File: src/hw/rtl/meu_pkg.sv
package meu_pkg;

    // Field widths of the ports
    localparam int BASE_W  = 63;
    localparam int EXP_W   = 32;
    localparam int POWER_W = 32;
    localparam int MODCFG_W = 32;

    // Defaults for the top-level parameters
    localparam int MOD_BITS_DEFAULT = 32;
    localparam int EXP_BITS_DEFAULT = 32;

    // Step counter covers the longest serial pass (base reduction)
    localparam int CNT_W = $clog2(BASE_W);

    typedef enum logic [2:0] {
        ST_IDLE,
        ST_REDUCE,
        ST_PICK,
        ST_MUL,
        ST_SQR,
        ST_DONE
    } meu_state_t;

endpackage

File: src/hw/rtl/modular_exponentiation_unit.sv
// Modular exponentiation unit: returns power = base ** exponent mod modulus by right-to-left
// binary square-and-multiply. The modulus is written through cfg_we/cfg_wdata (reset value 1)
// and may only change while no transaction is in flight. All arithmetic goes through a single
// shift/add/subtract step unit that does one bit of an MW-bit modular product per cycle
// (MW = min(MOD_BITS, 32)). A transaction first reduces the 63-bit base bit-serially, then,
// for each exponent bit up to the highest set one, multiplies when the bit is set and then
// squares (skipped after the highest set bit). A zero exponent returns 1, and otherwise a
// modulus of 0 or 1 returns 0, both without the serial passes. s_ready is high only while
// the unit is idle; the result waits in an output register until taken.
module modular_exponentiation_unit #(
    parameter int MOD_BITS = meu_pkg::MOD_BITS_DEFAULT,
    parameter int EXP_BITS = meu_pkg::EXP_BITS_DEFAULT
) (
    input  logic                         aclk,
    input  logic                         aresetn,
    input  logic                         cfg_we,
    input  logic [meu_pkg::MODCFG_W-1:0] cfg_wdata,
    input  logic                         s_valid,
    output logic                         s_ready,
    input  logic [meu_pkg::BASE_W-1:0]   s_base,
    input  logic [meu_pkg::EXP_W-1:0]    s_exponent,
    output logic                         m_valid,
    input  logic                         m_ready,
    output logic [meu_pkg::POWER_W-1:0]  m_power
);

    localparam int MW = (MOD_BITS < meu_pkg::MODCFG_W) ? MOD_BITS : meu_pkg::MODCFG_W;
    localparam int EW = (EXP_BITS < meu_pkg::EXP_W) ? EXP_BITS : meu_pkg::EXP_W;
    localparam int CW = meu_pkg::CNT_W;

    meu_pkg::meu_state_t state_reg, state_next;

    logic [MW-1:0]                 modulus_reg;
    logic [MW-1:0]                 acc_reg, acc_next;
    logic [MW-1:0]                 res_reg, res_next;
    logic [MW-1:0]                 base_reg, base_next;
    logic [MW-1:0]                 mplr_reg, mplr_next;
    logic [EW-1:0]                 exp_reg, exp_next;
    logic [meu_pkg::BASE_W-1:0]    num_reg, num_next;
    logic [CW-1:0]                 cnt_reg, cnt_next;
    logic [meu_pkg::POWER_W-1:0]   power_reg, power_next;
    logic                          m_valid_reg, m_valid_next;

    // Shared step unit: acc <- (2*acc + (add_en ? addend : 0)) mod m
    logic [MW-1:0] step_addend;
    logic          step_add_en;
    logic [MW:0]   step_dbl;
    logic [MW:0]   step_mod;
    logic [MW-1:0] step_half;
    logic [MW:0]   step_sum;
    logic [MW-1:0] step_out;

    assign step_mod = {1'b0, modulus_reg};
    assign step_dbl = {acc_reg, 1'b0};

    always_comb begin
        step_half = (step_dbl >= step_mod) ? MW'(step_dbl - step_mod) : step_dbl[MW-1:0];
        step_sum  = {1'b0, step_half} + {1'b0, (step_add_en ? step_addend : '0)};
        step_out  = (step_sum >= step_mod) ? MW'(step_sum - step_mod) : step_sum[MW-1:0];
    end

    // Select the step operand for the current pass
    always_comb begin
        case (state_reg)
            meu_pkg::ST_REDUCE: begin
                step_addend = MW'(num_reg[meu_pkg::BASE_W-1]);
                step_add_en = 1'b1;
            end
            meu_pkg::ST_MUL: begin
                step_addend = res_reg;
                step_add_en = mplr_reg[MW-1];
            end
            meu_pkg::ST_SQR: begin
                step_addend = base_reg;
                step_add_en = mplr_reg[MW-1];
            end
            default: begin
                step_addend = '0;
                step_add_en = 1'b0;
            end
        endcase
    end

    // Sequencer: next state and datapath updates
    always_comb begin
        state_next   = state_reg;
        acc_next     = acc_reg;
        res_next     = res_reg;
        base_next    = base_reg;
        mplr_next    = mplr_reg;
        exp_next     = exp_reg;
        num_next     = num_reg;
        cnt_next     = cnt_reg;
        power_next   = power_reg;
        m_valid_next = m_valid_reg && !m_ready;

        case (state_reg)
            meu_pkg::ST_IDLE: begin
                if (s_valid) begin
                    num_next = s_base;
                    exp_next = s_exponent[EW-1:0];
                    acc_next = '0;
                    cnt_next = CW'(meu_pkg::BASE_W - 1);
                    if (s_exponent[EW-1:0] == '0) begin
                        res_next   = MW'(1);
                        state_next = meu_pkg::ST_DONE;
                    end else if (modulus_reg <= MW'(1)) begin
                        res_next   = '0;
                        state_next = meu_pkg::ST_DONE;
                    end else begin
                        res_next   = MW'(1);
                        state_next = meu_pkg::ST_REDUCE;
                    end
                end
            end
            meu_pkg::ST_REDUCE: begin
                // Reduce the base one bit per cycle, most significant first
                acc_next = step_out;
                num_next = num_reg << 1;
                cnt_next = cnt_reg - CW'(1);
                if (cnt_reg == '0) begin
                    base_next  = step_out;
                    state_next = meu_pkg::ST_PICK;
                end
            end
            meu_pkg::ST_PICK: begin
                // Stop once no set exponent bits remain
                if (exp_reg == '0) begin
                    state_next = meu_pkg::ST_DONE;
                end else begin
                    acc_next   = '0;
                    mplr_next  = base_reg;
                    cnt_next   = CW'(MW - 1);
                    state_next = exp_reg[0] ? meu_pkg::ST_MUL : meu_pkg::ST_SQR;
                end
            end
            meu_pkg::ST_MUL: begin
                acc_next  = step_out;
                mplr_next = mplr_reg << 1;
                cnt_next  = cnt_reg - CW'(1);
                if (cnt_reg == '0) begin
                    res_next    = step_out;
                    exp_next[0] = 1'b0;
                    state_next  = meu_pkg::ST_PICK;
                end
            end
            meu_pkg::ST_SQR: begin
                acc_next  = step_out;
                mplr_next = mplr_reg << 1;
                cnt_next  = cnt_reg - CW'(1);
                if (cnt_reg == '0) begin
                    base_next  = step_out;
                    exp_next   = exp_reg >> 1;
                    state_next = meu_pkg::ST_PICK;
                end
            end
            meu_pkg::ST_DONE: begin
                // Hold until the output register is free
                if (!m_valid_reg || m_ready) begin
                    power_next   = meu_pkg::POWER_W'(res_reg);
                    m_valid_next = 1'b1;
                    state_next   = meu_pkg::ST_IDLE;
                end
            end
            default: begin
                state_next = meu_pkg::ST_IDLE;
            end
        endcase
    end

    // Control and configuration registers
    always_ff @(posedge aclk) begin
        if (!aresetn) begin
            state_reg   <= meu_pkg::ST_IDLE;
            m_valid_reg <= 1'b0;
            modulus_reg <= MW'(1);
        end else begin
            state_reg   <= state_next;
            m_valid_reg <= m_valid_next;
            if (cfg_we) begin
                modulus_reg <= cfg_wdata[MW-1:0];
            end
        end
    end

    // Datapath registers
    always_ff @(posedge aclk) begin
        acc_reg   <= acc_next;
        res_reg   <= res_next;
        base_reg  <= base_next;
        mplr_reg  <= mplr_next;
        exp_reg   <= exp_next;
        num_reg   <= num_next;
        cnt_reg   <= cnt_next;
        power_reg <= power_next;
    end

    assign s_ready = (state_reg == meu_pkg::ST_IDLE);
    assign m_valid = m_valid_reg;
    assign m_power = power_reg;

    // The accumulator stays reduced during every serial pass
    assert property (@(posedge aclk) disable iff (!aresetn)
        (state_reg == meu_pkg::ST_REDUCE || state_reg == meu_pkg::ST_MUL
         || state_reg == meu_pkg::ST_SQR) |-> (acc_reg < modulus_reg))
        else $error("accumulator not below modulus");

    // Running result and base power stay reduced inside the loop
    assert property (@(posedge aclk) disable iff (!aresetn)
        (state_reg == meu_pkg::ST_PICK || state_reg == meu_pkg::ST_MUL
         || state_reg == meu_pkg::ST_SQR)
        |-> (res_reg < modulus_reg && base_reg < modulus_reg))
        else $error("operand not below modulus");

    // An accepted transaction leaves idle
    assert property (@(posedge aclk) disable iff (!aresetn)
        (s_valid && s_ready) |=> (state_reg != meu_pkg::ST_IDLE))
        else $error("accepted transaction did not start");

    // The last step of a product returns to the exponent scan
    assert property (@(posedge aclk) disable iff (!aresetn)
        ((state_reg == meu_pkg::ST_MUL || state_reg == meu_pkg::ST_SQR) && cnt_reg == '0)
        |=> (state_reg == meu_pkg::ST_PICK))
        else $error("product pass did not end");

    // A result is loaded only when the output register was free or being drained
    assert property (@(posedge aclk) disable iff (!aresetn)
        (state_reg == meu_pkg::ST_DONE && m_valid_reg && !m_ready)
        |=> (state_reg == meu_pkg::ST_DONE))
        else $error("result overwrote pending output");

endmodule

File: config.mk
export PLATFORM = sky130hd
export DESIGN_NAME = modular_exponentiation_unit
export DESIGN_NICKNAME = d
export VERILOG_FILES = /design/src/hw/rtl/meu_pkg.sv /design/src/hw/rtl/modular_exponentiation_unit.sv
export SDC_FILE = /design/constraint.sdc
export NUM_CORES = 1
export LEC_CHECK = 0
export BUFFER_PORTS_ARGS = -buffer_cell sky130_fd_sc_hd__buf_2
export CAP_MARGIN = 20
export CORE_ASPECT_RATIO = 0.75
export CORE_MARGIN = 5
export CORE_UTILIZATION = 40
export DETAILED_ROUTE_END_ITERATION = 12
export GPL_TIMING_DRIVEN = 0
export PLACE_DENSITY = 0.53
export SETUP_SLACK_MARGIN = 0.3
export SYNTH_ARGS = -nofsm -noshare
export SYNTH_HDL_FRONTEND = slang
export SYNTH_SLANG_ARGS = --single-unit
File: constraint.sdc
create_clock -name aclk -period 9 [get_ports aclk]
set_input_delay 0.9 -clock aclk [delete_from_list [all_inputs] [get_ports aclk]]
set_output_delay 0.9 -clock aclk [all_outputs]
set_load 0.005 [all_outputs]
=== Word-level counts from Yosys, hierarchy flattened ===
Index checks and enable logic that the tools add are counted.

* Input port bits: 132
* Register bits after elaboration: 297
* Output and inout bits: 34

* $lt $le $gt $ge: 3
* $add $sub $neg: 4
* Mux-type cells: 35
* Reduce and logical (&&, ||, !) cells: 26
* Eq/ne operators: 11

{| class="wikitable"
|+ Operator list
! operator !! count
|-
| $mux 32 || 10
|-
| $pmux 32 s3 || 2
|-
| $pmux 32 s2 || 2
|-
| $pmux 63 s2 || 1
|-
| $ge 33x32->1 || 2
|-
| $logic_not 32->1 || 2
|-
| $sub 32x32->32 || 2
|-
| $mux 63 || 1
|-
| $pmux 31 s2 || 1
|-
| $add 32x32->33 || 1
|-
| $le 32x1->1 const B || 1
|-
| $mux 3 || 7
|-
| $pmux 6 s3 || 1
|-
| $mux 6 || 2
|-
| $pmux 3 s4 || 1
|-
| $reduce_and 3->1 || 4
|-
| $ne 2x2->1 const B || 5
|-
| $reduce_and 2->1 || 4
|-
| $reduce_bool 2->1 || 4
|-
| $eq 3x2->1 const B || 2
|-
| $eq 3x3->1 const B || 2
|-
| $logic_not 6->1 || 1
|-
| $reduce_bool 3->1 || 2
|-
| $sub 6x1->6 const B || 1
|-
| other kinds (12) || 18
|}

=== Depth between registers and ports, before layout ===
* Depth after elaboration: 9
* Gate-level depth with buffers: 34
* Depth with buffers taken out: 29

=== Least setup slack after synthesis ===
OpenSTA, ideal clock, no wires.

* Path type: reg-to-reg
* From: register acc_reg[20]
* To: register res_reg[2], data pin
* Arrival time: 6.386 ns
* Library setup time: 0.270 ns
* Slack: 2.344 ns
* Stages on the path, launching flop included: 30
* Required time: 8.730 ns
* Buffers on the path: 5
* Path through: edfxtp_1 -> ha_1 -> clkbuf_2 -> nand3_1 -> or2_1 -> or3_1 -> o21ai_2 -> o211ai_4 -> nand2_1 -> buf_4 -> mux2_2 -> ha_1 -> buf_2 -> and4_4 -> a2111oi_2 -> a2bb2oi_2 -> o211ai_1 -> a21oi_1 -> or3_1 -> and2_1 -> ha_1 -> clkbuf_1 -> nand4_1 -> or2_2 -> nor3_1 -> a21boi_2 -> a21o_1 -> buf_2 -> a21oi_1 -> nor3_1

* Cells in the longest elaborated chain, start to end: 7
* Elaborated cells on any way between the ends: 9

{| class="wikitable"
|+ RTL lines
! what !! line !! text
|-
| from (decl) || modular_exponentiation_unit.sv:34 || <nowiki>logic [MW-1:0] acc_reg, acc_next;</nowiki>
|-
| from (signal assigned) || modular_exponentiation_unit.sv:188 || <nowiki>acc_reg <= acc_next;</nowiki>
|-
| $ge 33x32->1 / $sub 32x32->32 (equally long branches) || modular_exponentiation_unit.sv:57 || <nowiki>step_half = (step_dbl >= step_mod) ? MW'(step_dbl - step_mod) : step_dbl[MW-1:0];</nowiki>
|-
| $mux 32 (*) || modular_exponentiation_unit.sv:57 ||
|-
| $add 32x32->33 (*) || modular_exponentiation_unit.sv:58 || <nowiki>step_sum = {1'b0, step_half} + {1'b0, (step_add_en ? step_addend : '0)};</nowiki>
|-
| $sub 32x32->32 / $ge 33x32->1 (equally long branches) || modular_exponentiation_unit.sv:59 || <nowiki>step_out = (step_sum >= step_mod) ? MW'(step_sum - step_mod) : step_sum[MW-1:0];</nowiki>
|-
| $mux 32 (*) || modular_exponentiation_unit.sv:59 ||
|-
| $mux 32 (*) || modular_exponentiation_unit.sv:141 || <nowiki>if (cnt_reg == '0) begin</nowiki>
|-
| $pmux 32 s2 (*) || modular_exponentiation_unit.sv:97 || <nowiki>case (state_reg)</nowiki>
|-
| to (signal assigned) || modular_exponentiation_unit.sv:189 || <nowiki>res_reg <= res_next;</nowiki>
|-
| to (decl) || modular_exponentiation_unit.sv:35 || <nowiki>logic [MW-1:0] res_reg, res_next;</nowiki>
|}

Mark *: on every way between the ends. The rest lies on a longest branch, timed or not. The select of a mux whose other input is x is not followed.
A chain may end at the register's enable or synchronous reset.

=== Worst setup path in the final report ===
* From: register modulus_reg[0]
* To: register acc_reg[25], data pin

* Cells in the longest elaborated chain, start to end: 6
* Elaborated cells on any way between the ends: 8

{| class="wikitable"
|+ RTL lines
! what !! line !! text
|-
| from (decl) || modular_exponentiation_unit.sv:33 || <nowiki>logic [MW-1:0] modulus_reg;</nowiki>
|-
| from (signal assigned) || modular_exponentiation_unit.sv:181 || <nowiki>modulus_reg <= cfg_wdata[MW-1:0];</nowiki>
|-
| $sub 32x32->32 / $ge 33x32->1 (equally long branches) || modular_exponentiation_unit.sv:57 ||
|-
| $mux 32 || modular_exponentiation_unit.sv:57 ||
|-
| $add 32x32->33 || modular_exponentiation_unit.sv:58 ||
|-
| $sub 32x32->32 / $ge 33x32->1 (equally long branches) || modular_exponentiation_unit.sv:59 ||
|-
| $mux 32 (*) || modular_exponentiation_unit.sv:59 ||
|-
| $pmux 32 s3 (*) || modular_exponentiation_unit.sv:97 ||
|}

Mark *: on every way between the ends. The rest lies on a longest branch, timed or not.

==> metrics.txt <==
core box area 45900 um2; Layout Cells excl Fill 2632; largest net degree at the start of global routing 64; die height 196 um; crit path max-delay cell type a2111oi_1; fmax 118 MHz; initial core utilization 40.3%; GRT Overall Usage 22.6%; Slew Limit Headroom 35.9%; R2R Setup Slk 550 ps; max_cap viols 0; clk buf depth 3; antenna violations before repair 1; Worst-Margin Slew 961 ps; clock root buffer clkbuf_16; Synth cell types 83; final number of setup-violating endpoints 0; clk slew on worst S/H paths 60 ps; pre-CTS setup slack -595 ps; Die Width 258 um; die area 50600 um2; Initial DRT Pass Iterations 6; first-pass GRT wire length 87.9 mm; FP Rows 68; Yosys Warn Count 0; Crit path required time 9250 ps; number of global-route vias before repair 14476; status complete, no violations; CP max stage delay 520 ps; unrepaired setup endpoints after global routing false; Hold Path Class reg -> reg; Final Max Tran Viols 0; detailed-route wire length 59.8 mm; dpl cells 2562; crit path kind reg -> reg; number of buffers created by CTS 35; final hold viol count 0; R2R Path Start modulus_reg[0]$_SDFFE_PN1P_; post-synthesis register bit count 297; cts hold-fix bufs 0; Mapped Avg Cell Area 10.3 um2; Crit Path Max Fanout 10; max FFs per register 63; critical path launch point type flop; Synth top area share 42.4%; final RePlAce weighted congestion 0.957; Critical Path Start modulus_reg[0]$_SDFFE_PN1P_; htree depth 2; I/O Buffers 164; crit path capture acc_reg[25]$_SDFFCE_PP0P_; Final ANT Viol Nets 0; asr flop ratio synth 0%; synth top area cells edfxtp_1, mux2_2, ha_1; CTS Sinks 297; Post-synth top flop edfxtp_1; mapped cell area 18500 um2; Max Clock Skew 10.5 ps; grt total ovfl 0; post-DR vias/cell 5.77; PnR worst setup slack 554 ps; Post-Synthesis Net Count 2029; sequential fraction of the synthesis area 46.3%; WHS Path Cells 0; Final Cycle Share 93.8%; worst skew pair latency 530 ps; per-cell routed wire length 22.7 um; DR vias 15181; CP Capture Type flop; Final min period 8450 ps; Arr. time, crit path 8700 ps; fin nets 2245; Post-DP HPWL 47.5 mm; initial DRC count 1331; fraction of layout cells with a size suffix above 1 20.5%; Post-synth EDFFs 261; area leader, netlist edfxtp_1; Syn-to-layout area delta 16.5%; TritonCTS clock tree built; Reg2Reg Depth 28; io pins 166; Crit Reg-Reg Endpoint acc_reg[25]$_SDFFCE_PP0P_; Mapped Cells 1796; drt drc 0
-- worst min path at each step --
stage	slack [ps]	from	end
finish	450	res_reg[10]$_SDFFCE_PP0P_	m_power[10]$_DFFE_PP_
global route	480	res_reg[5]$_SDFFCE_PP0P_	m_power[5]$_DFFE_PP_
CTS	450	res_reg[10]$_SDFFCE_PP0P_	m_power[10]$_DFFE_PP_
detailed placement	430	res_reg[10]$_SDFFCE_PP0P_	m_power[10]$_DFFE_PP_
global placement	440	res_reg[2]$_SDFFCE_PP0P_	m_power[2]$_DFFE_PP_
floorplan	430	res_reg[0]$_DFFE_PP_	m_power[0]$_DFFE_PP_
-- placed cells by master (no fill, tap or decap), types with 8 or more instances in the layout --
master       n
edfxtp_1   261
nand2_1    191
buf_2      174
a21oi_1    154
mux2_2     117
nor2_1      99
ha_1        98
nand3_1     65
inv_1       62
o21ai_0     61
clkbuf_1    57
nor2b_1     45
xnor2_1     43
nor3_1      37
dfxtp_1     36
a21o_1      35
clkbuf_16   35
mux2i_1     33
a22oi_1     32
nor4_1      31
xor2_1      25
a211oi_1    23
nand4_1     19
o211ai_1    17
o21a_1      16
or3_1       15
o21ai_1     15
o21bai_1    14
buf_4       12
and2_1      12
and3_1      11
a31oi_1     11
clkinv_1    10
nand2b_1     9
buf_1        8
a211o_1      8
o31ai_1      8
-- layout make-up --
cell class                      count  area (um2)
Clock buffer                       38         887
Tap cell                          595         744
Timing Repair Buffer              179        1020
Multi-Input combinational cell   1354        9460
Fill cell                        4364       24300
Inverter                           62         233
Antenna cell                        1        2.50
Buffer                             83         365
Sequential cell                   297        8560
Clock inverter                     23         240
-- kinds of logic after synthesis --
family | count (synthesis) | synth area share [%]
AOI/OAI and AO/OA | 469 | 16.6
muxes | 150 | 8.92
buffers and inverters | 145 | 3.18
and+or+nand+nor | 566 | 14.7
DFF | 297 | 46.3
xor gates and xnor gates | 68 | 3.22
adders and majority gates | 101 | 6.96
-- synth_stat cells (15+ instances only) --
cell	n
nand4_1	19
inv_1	62
a22oi_1	33
nand2_1	192
a21oi_1	156
nand3_1	65
edfxtp_1	261
nor3_1	40
o21a_1	16
xor2_1	25
nor2_1	102
mux2i_1	33
a211oi_1	23
a21o_1	36
ha_1	98
o211ai_1	17
or3_1	15
xnor2_1	43
o21ai_0	65
dfxtp_1	36
nor2b_1	45
nor4_1	33
clkbuf_1	56
mux2_2	117
-- stage by stage --
step / area [um2] / TNS, ps / hold WS (ps) / utilization (%)
after CTS: 21400 / 0 / 448 / 46.7
after global placement: 20000 / -37650 / 438 / 43.7
after detailed placement: 20200 / -33220 / 434 / 44.1
final: 21500 / 0 / 450 / 46.9
after floorplan: 18500 / 0 / 426 / -
after global routing: 21500 / 0 / 475 / 46.9
-- per-layer routing --
| layer | global-route usage, % | wire [um] | up-vias |
|---|---|---|---|
| met5 | 0 | 0 | - |
| met4 | 5.51 | 1420 | 0 |
| met3 | 4.32 | 3670 | 85 |
| met2 | 34.2 | 26100 | 428 |
| met1 | 33.6 | 28600 | 7437 |
| li1 | - | - | 7231 |
-- repair_timing --
item                                    CTS  global route
buffers inserted                          4             3
endpoints found under the setup margin   96            96
gates resized for setup                   9            21
pin swaps                                 3             3
-- worst max-delay path, delay by kind of cell, from the launching register on --
kind | cells | cell delay [ps]
buf+inv | 3 | 640
simple gates | 6 | 1450
compound gates | 14 | 4170
xor+xnor | 1 | 70
flops | 1 | 380
fa+ha+maj | 3 | 1130
mux | 1 | 300
Power is left out: the tool's default activity adds up to more than one toggle a clock period on the data nets, which glitch-free logic cannot reach.
